`src/rtl/ugqe_pkg.sv`:
```
// Shared types, constants and helper functions of the graph query engine.
// No dependencies; every other file refers to this package by scoped names.
package ugqe_pkg;

    localparam int V_MAX     = 32;
    localparam int V_W       = $clog2(V_MAX);
    localparam int CNT_W     = 6;
    localparam int EDGE_W    = 9;
    localparam int MAX_EDGES = V_MAX * (V_MAX - 1) / 2;
    localparam int KIND_W    = 3;

    localparam logic [KIND_W-1:0] KIND_INSERT = 3'd0;
    localparam logic [KIND_W-1:0] KIND_REMOVE = 3'd1;
    localparam logic [KIND_W-1:0] KIND_CLIQUE = 3'd2;
    localparam logic [KIND_W-1:0] KIND_REACH  = 3'd3;
    localparam logic [KIND_W-1:0] KIND_PATH   = 3'd4;

    typedef logic [V_MAX-1:0] t_vset;
    typedef logic [V_W-1:0]   t_vidx;

    typedef struct packed {
        logic [KIND_W-1:0] kind;
        t_vidx             first_vertex;
        t_vidx             second_vertex;
        t_vidx             cut_first;
        t_vidx             cut_second;
        t_vset             member_set;
        t_vset             visited_set;
    } t_op;

    typedef struct packed {
        logic              answer;
        t_vset             reach_set;
        logic [EDGE_W-1:0] edges_now;
        logic              status;
    } t_result;

    // One access to the adjacency store: a row read and/or a row write.
    typedef struct packed {
        logic  rd_en;
        t_vidx rd_addr;
        logic  wr_en;
        t_vidx wr_addr;
        t_vset wr_data;
    } t_mem_req;

    function automatic t_vset vbit(input t_vidx v);
        vbit = t_vset'(1) << v;
    endfunction

    // Vertices below min(count, V_MAX) are in use.
    function automatic t_vset valid_mask(input logic [CNT_W-1:0] count);
        if (count >= CNT_W'(V_MAX)) begin
            valid_mask = '1;
        end else begin
            valid_mask = (t_vset'(1) << count[V_W-1:0]) - t_vset'(1);
        end
    endfunction

    function automatic t_vidx lowest_index(input t_vset x);
        t_vidx idx;
        idx = '0;
        for (int i = V_MAX - 1; i >= 0; i--) begin
            if (x[i]) begin
                idx = V_W'(i);
            end
        end
        lowest_index = idx;
    endfunction

endpackage

```
`src/rtl/ugqe_adj_store.sv`:
```
// Adjacency row store: one row per vertex, one read and one write port.
// Uses ugqe_pkg; rows never written read as zero through per-row valid bits.
module ugqe_adj_store (
    input  logic               i_clk,
    input  logic               i_rst_n,
    input  ugqe_pkg::t_mem_req i_req,
    output ugqe_pkg::t_vset    o_rd_data
);

    ugqe_pkg::t_vset r_mem [ugqe_pkg::V_MAX];
    ugqe_pkg::t_vset r_row_ok;
    ugqe_pkg::t_vset r_rd_data;
    logic            r_rd_ok;

    always_ff @(posedge i_clk) begin
        if (i_req.wr_en) begin
            r_mem[i_req.wr_addr] <= i_req.wr_data;
        end
        if (i_req.rd_en) begin
            r_rd_data <= r_mem[i_req.rd_addr];
        end
    end

    always_ff @(posedge i_clk) begin
        if (!i_rst_n) begin
            r_row_ok <= '0;
            r_rd_ok  <= 1'b0;
        end else begin
            if (i_req.wr_en) begin
                r_row_ok[i_req.wr_addr] <= 1'b1;
            end
            if (i_req.rd_en) begin
                r_rd_ok <= r_row_ok[i_req.rd_addr];
            end
        end
    end

    assign o_rd_data = r_rd_ok ? r_rd_data : '0;

endmodule

```
`src/rtl/ugqe_ctrl.sv`:
```
// Sequencer of the graph query engine: decodes one operation and drives the
// shared row read-and-combine step. Uses ugqe_pkg and the row store's ports.
module ugqe_ctrl (
    input  logic                               i_clk,
    input  logic                               i_rst_n,
    input  logic                               i_in_valid,
    output logic                               o_in_ready,
    input  ugqe_pkg::t_op                      i_op,
    input  logic [ugqe_pkg::CNT_W-1:0]         i_vertex_count,
    output logic                               o_res_valid,
    input  logic                               i_res_ready,
    output ugqe_pkg::t_result                  o_res,
    output ugqe_pkg::t_mem_req                 o_req,
    input  ugqe_pkg::t_vset                    i_rd_data
);

    localparam logic [2:0] S_IDLE   = 3'd0;
    localparam logic [2:0] S_DECODE = 3'd1;
    localparam logic [2:0] S_SCAN   = 3'd2;
    localparam logic [2:0] S_RD_A   = 3'd3;
    localparam logic [2:0] S_RD_B   = 3'd4;
    localparam logic [2:0] S_WR_A   = 3'd5;
    localparam logic [2:0] S_WR_B   = 3'd6;
    localparam logic [2:0] S_FINISH = 3'd7;

    logic [2:0]                    r_state, n_state;
    ugqe_pkg::t_op                 r_op, n_op;
    ugqe_pkg::t_vset               r_pend, n_pend;
    ugqe_pkg::t_vset               r_reach, n_reach;
    ugqe_pkg::t_vset               r_row, n_row;
    ugqe_pkg::t_vidx               r_cur, n_cur;
    logic                          r_inflight, n_inflight;
    logic                          r_answer, n_answer;
    logic                          r_status, n_status;
    logic [ugqe_pkg::EDGE_W-1:0]   r_edges, n_edges;

    ugqe_pkg::t_vset mask;
    ugqe_pkg::t_vset issue_bit;
    ugqe_pkg::t_vset need;
    ugqe_pkg::t_vset nbr;
    ugqe_pkg::t_vset fresh;
    ugqe_pkg::t_vidx issue_v;
    logic            a_ok;
    logic            b_ok;
    logic            cut_on;

    assign mask      = ugqe_pkg::valid_mask(i_vertex_count);
    assign a_ok      = {1'b0, r_op.first_vertex} < i_vertex_count;
    assign b_ok      = {1'b0, r_op.second_vertex} < i_vertex_count;
    assign cut_on    = (r_op.kind == ugqe_pkg::KIND_PATH)
                       && (r_op.cut_first != r_op.cut_second);
    assign issue_v   = ugqe_pkg::lowest_index(r_pend);
    assign issue_bit = ugqe_pkg::vbit(issue_v);
    assign need      = r_op.member_set & ~ugqe_pkg::vbit(r_cur);

    // Neighbors of the row in flight, with the excluded edge taken out.
    always_comb begin
        nbr = i_rd_data & mask;
        if (cut_on && r_cur == r_op.cut_first) begin
            nbr = nbr & ~ugqe_pkg::vbit(r_op.cut_second);
        end
        if (cut_on && r_cur == r_op.cut_second) begin
            nbr = nbr & ~ugqe_pkg::vbit(r_op.cut_first);
        end
    end
    assign fresh = nbr & ~r_reach;

    always_comb begin
        n_state    = r_state;
        n_op       = r_op;
        n_pend     = r_pend;
        n_reach    = r_reach;
        n_row      = r_row;
        n_cur      = r_cur;
        n_inflight = r_inflight;
        n_answer   = r_answer;
        n_status   = r_status;
        n_edges    = r_edges;
        o_req      = '0;
        case (r_state)
            S_IDLE: begin
                if (i_in_valid) begin
                    n_op    = i_op;
                    n_state = S_DECODE;
                end
            end
            S_DECODE: begin
                n_answer   = 1'b0;
                n_status   = 1'b0;
                n_reach    = '0;
                n_pend     = '0;
                n_inflight = 1'b0;
                n_state    = S_FINISH;
                case (r_op.kind)
                    ugqe_pkg::KIND_INSERT, ugqe_pkg::KIND_REMOVE: begin
                        if (!(a_ok && b_ok)) begin
                            n_status = 1'b1;
                        end else if (r_op.first_vertex != r_op.second_vertex) begin
                            n_state = S_RD_A;
                        end
                    end
                    ugqe_pkg::KIND_CLIQUE: begin
                        if ((r_op.member_set & ~mask) != '0) begin
                            n_status = 1'b1;
                        end else begin
                            n_answer = 1'b1;
                            n_pend   = r_op.member_set;
                            n_state  = S_SCAN;
                        end
                    end
                    ugqe_pkg::KIND_REACH: begin
                        if (!a_ok) begin
                            n_status = 1'b1;
                        end else begin
                            n_pend  = ugqe_pkg::vbit(r_op.first_vertex);
                            n_reach = r_op.visited_set | ugqe_pkg::vbit(r_op.first_vertex);
                            n_state = S_SCAN;
                        end
                    end
                    ugqe_pkg::KIND_PATH: begin
                        if (!(a_ok && b_ok)) begin
                            n_status = 1'b1;
                        end else if (r_op.first_vertex == r_op.second_vertex) begin
                            n_answer = 1'b1;
                        end else begin
                            n_pend  = ugqe_pkg::vbit(r_op.first_vertex);
                            n_reach = r_op.visited_set | ugqe_pkg::vbit(r_op.first_vertex);
                            n_state = S_SCAN;
                        end
                    end
                    default: begin
                        n_state = S_FINISH;
                    end
                endcase
            end
            S_SCAN: begin
                // Each cycle reads the lowest pending row and folds in the
                // row read in the cycle before.
                if (r_pend == '0 && !r_inflight) begin
                    n_state = S_FINISH;
                    if (r_op.kind == ugqe_pkg::KIND_PATH) begin
                        n_answer = r_reach[r_op.second_vertex]
                                   & ~r_op.visited_set[r_op.second_vertex];
                    end
                end else begin
                    n_pend     = r_pend;
                    n_inflight = 1'b0;
                    if (r_pend != '0) begin
                        o_req.rd_en   = 1'b1;
                        o_req.rd_addr = issue_v;
                        n_pend        = r_pend & ~issue_bit;
                        n_cur         = issue_v;
                        n_inflight    = 1'b1;
                    end
                    if (r_inflight) begin
                        if (r_op.kind == ugqe_pkg::KIND_CLIQUE) begin
                            if ((i_rd_data & need) != need) begin
                                n_answer = 1'b0;
                            end
                        end else begin
                            n_reach = r_reach | fresh;
                            n_pend  = n_pend | fresh;
                        end
                    end
                end
            end
            S_RD_A: begin
                o_req.rd_en   = 1'b1;
                o_req.rd_addr = r_op.first_vertex;
                n_state       = S_RD_B;
            end
            S_RD_B: begin
                n_row         = i_rd_data;
                o_req.rd_en   = 1'b1;
                o_req.rd_addr = r_op.second_vertex;
                n_state       = S_WR_A;
            end
            S_WR_A: begin
                n_state = S_FINISH;
                if (r_op.kind == ugqe_pkg::KIND_INSERT && !r_row[r_op.second_vertex]) begin
                    o_req.wr_en   = 1'b1;
                    o_req.wr_addr = r_op.first_vertex;
                    o_req.wr_data = r_row | ugqe_pkg::vbit(r_op.second_vertex);
                    n_row         = i_rd_data | ugqe_pkg::vbit(r_op.first_vertex);
                    n_edges       = r_edges + 1'b1;
                    n_answer      = 1'b1;
                    n_state       = S_WR_B;
                end else if (r_op.kind == ugqe_pkg::KIND_REMOVE
                             && r_row[r_op.second_vertex]) begin
                    o_req.wr_en   = 1'b1;
                    o_req.wr_addr = r_op.first_vertex;
                    o_req.wr_data = r_row & ~ugqe_pkg::vbit(r_op.second_vertex);
                    n_row         = i_rd_data & ~ugqe_pkg::vbit(r_op.first_vertex);
                    n_edges       = r_edges - 1'b1;
                    n_answer      = 1'b1;
                    n_state       = S_WR_B;
                end
            end
            S_WR_B: begin
                o_req.wr_en   = 1'b1;
                o_req.wr_addr = r_op.second_vertex;
                o_req.wr_data = r_row;
                n_state       = S_FINISH;
            end
            S_FINISH: begin
                if (i_res_ready) begin
                    n_state = S_IDLE;
                end
            end
            default: begin
                n_state = S_IDLE;
            end
        endcase
    end

    always_ff @(posedge i_clk) begin
        if (!i_rst_n) begin
            r_state    <= S_IDLE;
            r_edges    <= '0;
            r_inflight <= 1'b0;
        end else begin
            r_state    <= n_state;
            r_edges    <= n_edges;
            r_inflight <= n_inflight;
        end
    end

    always_ff @(posedge i_clk) begin
        r_op     <= n_op;
        r_pend   <= n_pend;
        r_reach  <= n_reach;
        r_row    <= n_row;
        r_cur    <= n_cur;
        r_answer <= n_answer;
        r_status <= n_status;
    end

    assign o_in_ready      = (r_state == S_IDLE);
    assign o_res_valid     = (r_state == S_FINISH);
    assign o_res.answer    = r_answer;
    assign o_res.reach_set = (r_op.kind == ugqe_pkg::KIND_REACH) ? r_reach : '0;
    assign o_res.edges_now = r_edges;
    assign o_res.status    = r_status;

    a_accept_decodes: assert property (@(posedge i_clk) disable iff (!i_rst_n)
        (i_in_valid && o_in_ready) |=> (r_state == S_DECODE))
        else $error("accepted word did not enter decode");

    a_write_states: assert property (@(posedge i_clk) disable iff (!i_rst_n)
        o_req.wr_en |-> (r_state == S_WR_A || r_state == S_WR_B))
        else $error("row write outside an edge update");

    a_pend_reached: assert property (@(posedge i_clk) disable iff (!i_rst_n)
        (r_state == S_SCAN && r_op.kind != ugqe_pkg::KIND_CLIQUE)
        |-> ((r_pend & ~r_reach) == '0))
        else $error("pending vertex not marked reached");

    a_edge_bound: assert property (@(posedge i_clk) disable iff (!i_rst_n)
        r_edges <= ugqe_pkg::EDGE_W'(ugqe_pkg::MAX_EDGES))
        else $error("edge count beyond a complete graph");

endmodule

```
`src/rtl/undirected_graph_query_engine_unit.sv`:
```
// Channel   | direction | handshake                  | payload
// ----------+-----------+----------------------------+-------------------------------
// op        | in        | i_valid / o_ready          | i_kind .. i_visited_set
// result    | out       | o_valid / i_ready          | o_answer, o_reach_set, ...
// config    | in        | i_cfg_valid / o_cfg_ready  | i_cfg_vertex_count
//
// Insert and remove read both rows, then write both back only when the edge changes; a self
// loop or a range error goes straight to the result. A clique test reads one row per member,
// and a walk reads the row of each new vertex it reaches; a row read lands in the cycle after
// issue. Reset clears the row valid bits at once, so the graph is empty.
// A new word is taken only between operations; a waiting result lets the next one run.
// Depends on ugqe_pkg, ugqe_adj_store and ugqe_ctrl.
module undirected_graph_query_engine_unit (
    input  logic                            i_clk,
    input  logic                            i_rst_n,
    input  logic                            i_valid,
    output logic                            o_ready,
    input  logic [ugqe_pkg::KIND_W-1:0]     i_kind,
    input  logic [ugqe_pkg::V_W-1:0]        i_first_vertex,
    input  logic [ugqe_pkg::V_W-1:0]        i_second_vertex,
    input  logic [ugqe_pkg::V_W-1:0]        i_cut_first,
    input  logic [ugqe_pkg::V_W-1:0]        i_cut_second,
    input  logic [ugqe_pkg::V_MAX-1:0]      i_member_set,
    input  logic [ugqe_pkg::V_MAX-1:0]      i_visited_set,
    output logic                            o_valid,
    input  logic                            i_ready,
    output logic                            o_answer,
    output logic [ugqe_pkg::V_MAX-1:0]      o_reach_set,
    output logic [ugqe_pkg::EDGE_W-1:0]     o_edges_now,
    output logic                            o_status,
    input  logic                            i_cfg_valid,
    output logic                            o_cfg_ready,
    input  logic [ugqe_pkg::CNT_W-1:0]      i_cfg_vertex_count
);

    logic [ugqe_pkg::CNT_W-1:0] r_vertex_count;
    logic                       r_out_valid;
    ugqe_pkg::t_result          r_out;
    ugqe_pkg::t_op              op;
    ugqe_pkg::t_result          res;
    ugqe_pkg::t_mem_req         req;
    ugqe_pkg::t_vset            rd_data;
    logic                       res_valid;
    logic                       res_ready;

    assign op.kind          = i_kind;
    assign op.first_vertex  = i_first_vertex;
    assign op.second_vertex = i_second_vertex;
    assign op.cut_first     = i_cut_first;
    assign op.cut_second    = i_cut_second;
    assign op.member_set    = i_member_set;
    assign op.visited_set   = i_visited_set;

    assign res_ready = !r_out_valid || i_ready;

    ugqe_ctrl u_ctrl (
        .i_clk          (i_clk),
        .i_rst_n        (i_rst_n),
        .i_in_valid     (i_valid),
        .o_in_ready     (o_ready),
        .i_op           (op),
        .i_vertex_count (r_vertex_count),
        .o_res_valid    (res_valid),
        .i_res_ready    (res_ready),
        .o_res          (res),
        .o_req          (req),
        .i_rd_data      (rd_data)
    );

    ugqe_adj_store u_store (
        .i_clk     (i_clk),
        .i_rst_n   (i_rst_n),
        .i_req     (req),
        .o_rd_data (rd_data)
    );

    always_ff @(posedge i_clk) begin
        if (!i_rst_n) begin
            r_vertex_count <= ugqe_pkg::CNT_W'(ugqe_pkg::V_MAX);
            r_out_valid    <= 1'b0;
        end else begin
            if (i_cfg_valid) begin
                r_vertex_count <= i_cfg_vertex_count;
            end
            if (res_valid && res_ready) begin
                r_out_valid <= 1'b1;
            end else if (i_ready) begin
                r_out_valid <= 1'b0;
            end
        end
    end

    always_ff @(posedge i_clk) begin
        if (res_valid && res_ready) begin
            r_out <= res;
        end
    end

    assign o_cfg_ready = 1'b1;
    assign o_valid     = r_out_valid;
    assign o_answer    = r_out.answer;
    assign o_reach_set = r_out.reach_set;
    assign o_edges_now = r_out.edges_now;
    assign o_status    = r_out.status;

endmodule

```
`config.mk`:
```
export PLATFORM = sky130hd
export DESIGN_NAME = undirected_graph_query_engine_unit
export DESIGN_NICKNAME = d
export VERILOG_FILES = /design/src/rtl/ugqe_pkg.sv /design/src/rtl/ugqe_adj_store.sv /design/src/rtl/ugqe_ctrl.sv /design/src/rtl/undirected_graph_query_engine_unit.sv
export SDC_FILE = /design/constraint.sdc
export NUM_CORES = 2
export LEC_CHECK = 0
export BUFFER_PORTS_ARGS = -buffer_cell sky130_fd_sc_hd__buf_2
export CORE_ASPECT_RATIO = 0.9
export CORE_MARGIN = 2
export CORE_UTILIZATION = 34
export DETAILED_ROUTE_END_ITERATION = 8
export PLACE_DENSITY_LB_ADDON = 0.1
export SLEW_MARGIN = 20
export SYNTH_ARGS = -nofsm -noshare
export SYNTH_HDL_FRONTEND = slang
export SYNTH_SLANG_ARGS = --single-unit
export TNS_END_PERCENT = 10
```
`constraint.sdc`:
```
create_clock -name i_clk -period 12 [get_ports i_clk]
set_clock_uncertainty 0.05 [all_clocks]
set_input_delay 2.4 -clock i_clk [delete_from_list [all_inputs] [get_ports i_clk]]
set_output_delay 2.4 -clock i_clk [all_outputs]
set_load 0.01 [all_outputs]
```
==> results by group <==
Run status
  – Outcome: finished, final reports clean

Timing
  – # setup viols final: 0
  – Hold Vio Cnt, Final: 0
  – Fin. max-slew vios: 0
  – Min cycle time layout: between 5 and 6 ns
  – Share of the clock period used by the worst path: 0.489
  – Headroom to the max-slew limit: 0.218
  – RSZ-0062 raised after global routing: false
  – F_max: ~170 MHz
  – Measured slew at the worst slew-check pin: 1.17 ns
  – Setup TNS: 0 ns

Yosys
  – Dominant combinational cell family by area after synthesis: simple AND/OR/NAND/NOR gates
  – Adder-cell area share of the yosys netlist: 0.00377
  – Cell Area, Synth: about 58000 um2
  – Area fraction of the dominant cell type after synthesis: 0.663
  – Count of yosys warnings during synthesis: 0
  – Count of flip-flops with a built-in enable after synthesis: between 1k and 1.5k
  – Ranking of synthesized cells by area: sky130_fd_sc_hd__edfxtp_1 (66%), sky130_fd_sc_hd__nand2_1 (7.0%), sky130_fd_sc_hd__and3_1 (3.2%)
  – Prevailing post-synth register cell: sky130_fd_sc_hd__edfxtp_1
  – Fraction of the mapped netlist area in compound gates: 0.102
  – Synthesized netlist net count: 4926
  – Number of distinct standard cells referenced by the synthesized netlist: a little over 90
  – Share of the yosys chip area belonging to registers: 0.681
  – Simple-Gate Fraction of Synth Area: 0.173
  – Number of instances in the synthesized netlist: a little under 5k
  – Proportion of synthesized area in mux cells: 0.00872
  – Post-Synthesis Mean Instance Area: 12.1 um2
  – Library cell occupying the most area in the post-synthesis netlist: sky130_fd_sc_hd__edfxtp_1
  – Xor/xnor share of the synthesized area: 0.00450
  – Register bit count reported by yosys: approximately 1.3k
  – Share of synthesized registers carrying an async set or reset: 0

Die
  – Die area: 175000 um2
  – Initial core utilization: 0.342
  – Number of placed I/O pins: between 100 and 150
  – Core Box Area: between 150000 and 200000 um2
  – Die X-Extent: roughly 440 um
  – Overall die height: 397 um
  – Core Rows: roughly 140

Global routing
  – Antenna violations before repair: 6
  – First-pass GRT wire length: between 300 and 400 mm
  – Overall routing resource usage: 0.239
  – Number of global-route vias before repair: 38.7k
  – Overflow after GRT: 0
  – Pin count of the biggest net entering global routing: roughly 170

Critical path
  – Data arrival time of the worst path: roughly 6.4 ns
  – R2r worst-path depth: 13
  – Critical Path Start Type: register
  – Crit-path cells: and2b_1 > nor2b_1 > o31ai_4 > inv_2 > nand2_1 > o21ai_4 > buf_4 > buf_4 > nand2_1 > nand3_1 > nand3_1 > o311a_1 > nor4_1
  – Data required, critical path: between 10 and 15 ns
  – Largest incremental delay on the critical path: about 0.88 ns
  – Origin of the worst setup path: u_ctrl.r_state[1]
  – Minimum setup slack among reg-to-reg paths: slightly above 6 ns
  – Cell type of the slowest stage on the worst timing path: sky130_fd_sc_hd__buf_4
  – Worst reg2reg startpoint: u_ctrl.r_state[1]
  – Startpoint-to-endpoint class of the critical path: register to register
  – CP endpoint: u_store.r_rd_data[29]
  – R2r endpoint: u_store.r_rd_data[29]
  – Maximum net fanout on the critical path: 77
  – Sort of element at the end of the critical path: register

Finish
  – Layout Nets: 4993
  – Layout-stage area growth over the synthesis result: 14.1%
  – Share of cells above drive strength 1: 0.118
  – Final cell area excluding filler cells: roughly 67000 um2

Clock tree
  – Insertion delay to the later sink of the worst-skew pair: around 0.80 ns
  – Buffers inserted during post-CTS setup optimization: 0
  – Clock-pin slew on the worst setup and hold paths: 0.06 ns
  – Deepest clock path buffer count: 3
  – Number of clock buffers inserted by TritonCTS: between 100 and 150
  – TritonCTS clock tree: yes
  – Clock Root Buffer: sky130_fd_sc_hd__clkbuf_16
  – Number of gates resized after CTS: 0
  – CTS H-tree lvls: 4
  – Number of hold-repair buffers added at the cts stage: 0
  – Total number of clock tree sinks: 1342

Power
  – P per Cell Area: roughly 190 nW/um2
  – Leakage dissipation: between 20 and 25 nW
  – Worst vdd ir: roughly 130 uV
  – Overall power after layout: between 10 and 15 mW

Routing
  – Vias after detailed routing: ~40k
  – Average via count per standard cell: between 5 and 6
  – Detailed Routing Iterations Pass 1: 6
  – Initial DRC count: ~4.4k
  – Wire length reported by the detailed router: about 210 mm
  – Post-route antenna net violation count: 0
  – Average wire length per cell after detail routing: just under 30 um
  – Remaining design rule violation count: 0

Placement
  – Post-DP Area: approximately 62000 um2
  – Total of buffers placed on input and output ports: ~140
  – Routability cong.: ~0.95
  – Post-DP HPWL: 126 mm

Flow run
  – Max_cap viols: 0

Hold path
  – Kind of path behind the tightest hold check: register to register
## power breakdown
part | internal [mW] | leakage, nW | total (mW) | switching (mW)
Sequential | 5.41 | 13.3 | 5.79 | 0.377
Clock | 2.46 | 2.23 | 4.42 | 1.96
Combinational | 0.699 | 7.98 | 2.40 | 1.70
Total | 8.57 | 23.5 | 12.6 | 4.04
## flip-flops by register name, summed over array words and instances (netlist names)
name	count
o_valid	1
u_ctrl.r_answer	1
u_ctrl.r_inflight	1
u_ctrl.r_edges	9
u_ctrl.r_reach	32
u_store.r_row_ok	32
u_store.r_mem	1024
u_ctrl.r_row	32
u_ctrl.r_pend	32
u_store.r_rd_ok	1
u_ctrl.r_status	1
u_ctrl.r_state	3
u_ctrl.r_cur	5
r_vertex_count	6
o_status	1
u_ctrl.r_op	87
o_edges_now	9
o_reach_set	32
u_store.r_rd_data	32
o_answer	1
## per-layer routing
layer  part of all wire  up-vias  global-route usage
li1                   -    18200                   -
met1               0.47    21000               0.352
met2               0.45     1400               0.366
met3              0.055      300              0.0360
met4              0.026        2              0.0653
met5           0.000094        -                   0
## cell type report
class	instances	area, um2
Clock inverter	78	678
Antenna cell	1	2.50
Clock buffer	189	3930
Sequential cell	1342	39800
Multi-Input combinational cell	3078	17600
Fill cell	16400	104000
Inverter	46	173
Timing Repair Buffer	262	1680
Tap cell	2263	2830
## metrics by stage
stage                util  setup slack [ns]  hold slack [ns]  std cells
floorplan               -              7.08            0.350       4811
global placement    0.363              6.24            0.376       6990
detailed placement  0.363              6.15            0.396       6990
CTS                 0.390              6.15            0.412       7257
global route        0.390              5.77            0.408       7258
finish              0.390              6.13            0.408       7259
## synth_stat cells (16+ instances only)
master                     number
sky130_fd_sc_hd__edfxtp_1    1289
sky130_fd_sc_hd__nand2_1     1094
sky130_fd_sc_hd__nand3_1      355
sky130_fd_sc_hd__and3_1       299
sky130_fd_sc_hd__clkbuf_1     236
sky130_fd_sc_hd__nor2_1       166
sky130_fd_sc_hd__a21oi_1      115
sky130_fd_sc_hd__o311a_1       96
sky130_fd_sc_hd__o21ai_0       95
sky130_fd_sc_hd__buf_2         74
sky130_fd_sc_hd__o21ai_1       73
sky130_fd_sc_hd__a211oi_1      72
sky130_fd_sc_hd__a311oi_1      64
sky130_fd_sc_hd__a22oi_1       62
sky130_fd_sc_hd__dfxtp_1       53
sky130_fd_sc_hd__nor4_1        49
sky130_fd_sc_hd__inv_1         42
sky130_fd_sc_hd__nor3b_1       39
sky130_fd_sc_hd__o21a_1        37
sky130_fd_sc_hd__o22ai_1       34
sky130_fd_sc_hd__nor3_1        30
sky130_fd_sc_hd__buf_1         25
sky130_fd_sc_hd__nor2b_1       24
sky130_fd_sc_hd__a31oi_1       23
sky130_fd_sc_hd__nand2b_1      22
sky130_fd_sc_hd__o31a_1        21
sky130_fd_sc_hd__o211ai_1      19
sky130_fd_sc_hd__o32ai_1       19
sky130_fd_sc_hd__xnor2_1       17
sky130_fd_sc_hd__ha_1          16
sky130_fd_sc_hd__mux2i_1       16
## how the worst min path moves through the flow
| stage | depth (start not counted) | slack, ns | from | to |
|---|---|---|---|---|
| 2_1_floorplan | 0 | 0.35 | u_ctrl.r_answer | o_answer |
| 3_3_place_gp | 0 | 0.38 | u_ctrl.r_status | o_status |
| 3_5_place_dp | 0 | 0.40 | u_ctrl.r_status | o_status |
| 4_1_cts | 0 | 0.41 | u_ctrl.r_status | o_status |
| 5_1_grt | 0 | 0.41 | u_ctrl.r_status | o_status |
| 6_report | 0 | 0.41 | u_ctrl.r_edges[8] | o_edges_now[8] |
## cells by family (layout without fill, tap and decap cells)
kind of cell    count (synthesis)  after routing
compound gates                827            827
xor+xnor                       30             30
fa+ha+maj                      17             17
buf+inv                       391            575
flops                        1342           1342
mux                            32             32
other cells                     1              2
simple gates                 2171           2171
## layout by cell type (no fill, tap or decap), types with 12 or more instances in the layout
master	netlist	final
sky130_fd_sc_hd__a211oi_1	72	72
sky130_fd_sc_hd__a21oi_1	115	111
sky130_fd_sc_hd__a22oi_1	62	62
sky130_fd_sc_hd__a311oi_1	64	64
sky130_fd_sc_hd__a31oi_1	23	23
sky130_fd_sc_hd__and3_1	299	299
sky130_fd_sc_hd__buf_2	74	142
sky130_fd_sc_hd__buf_4	8	115
sky130_fd_sc_hd__clkbuf_1	236	37
sky130_fd_sc_hd__clkbuf_16	0	151
sky130_fd_sc_hd__clkinv_1	2	38
sky130_fd_sc_hd__clkinv_2	0	19
sky130_fd_sc_hd__dfxtp_1	53	52
sky130_fd_sc_hd__edfxtp_1	1289	1289
sky130_fd_sc_hd__ha_1	16	16
sky130_fd_sc_hd__inv_1	42	42
sky130_fd_sc_hd__mux2i_1	16	16
sky130_fd_sc_hd__mux4_2	15	15
sky130_fd_sc_hd__nand2_1	1094	1094
sky130_fd_sc_hd__nand2b_1	22	21
sky130_fd_sc_hd__nand3_1	355	354
sky130_fd_sc_hd__nor2_1	166	139
sky130_fd_sc_hd__nor2_4	0	34
sky130_fd_sc_hd__nor2b_1	24	22
sky130_fd_sc_hd__nor3_1	30	30
sky130_fd_sc_hd__nor3b_1	39	39
sky130_fd_sc_hd__nor4_1	49	49
sky130_fd_sc_hd__o211ai_1	19	19
sky130_fd_sc_hd__o21a_1	37	36
sky130_fd_sc_hd__o21ai_0	95	95
sky130_fd_sc_hd__o21ai_1	73	39
sky130_fd_sc_hd__o21ai_2	2	28
sky130_fd_sc_hd__o221ai_1	12	12
sky130_fd_sc_hd__o22ai_1	34	33
sky130_fd_sc_hd__o311a_1	96	96
sky130_fd_sc_hd__o31a_1	21	21
sky130_fd_sc_hd__o32ai_1	19	19
sky130_fd_sc_hd__or2_2	13	13
sky130_fd_sc_hd__xnor2_1	17	17
sky130_fd_sc_hd__xor2_1	13	13
## worst max-delay path: cells and delay by family (launching register included)
kind / cells / cell delay [ns]
AND/OR/NAND/NOR: 7 / 1.79
flip-flops: 1 / 0.56
AO/OA/AOI/OAI: 3 / 1.16
buffers and inverters: 3 / 1.94
Power figures use the tool's default switching activity.
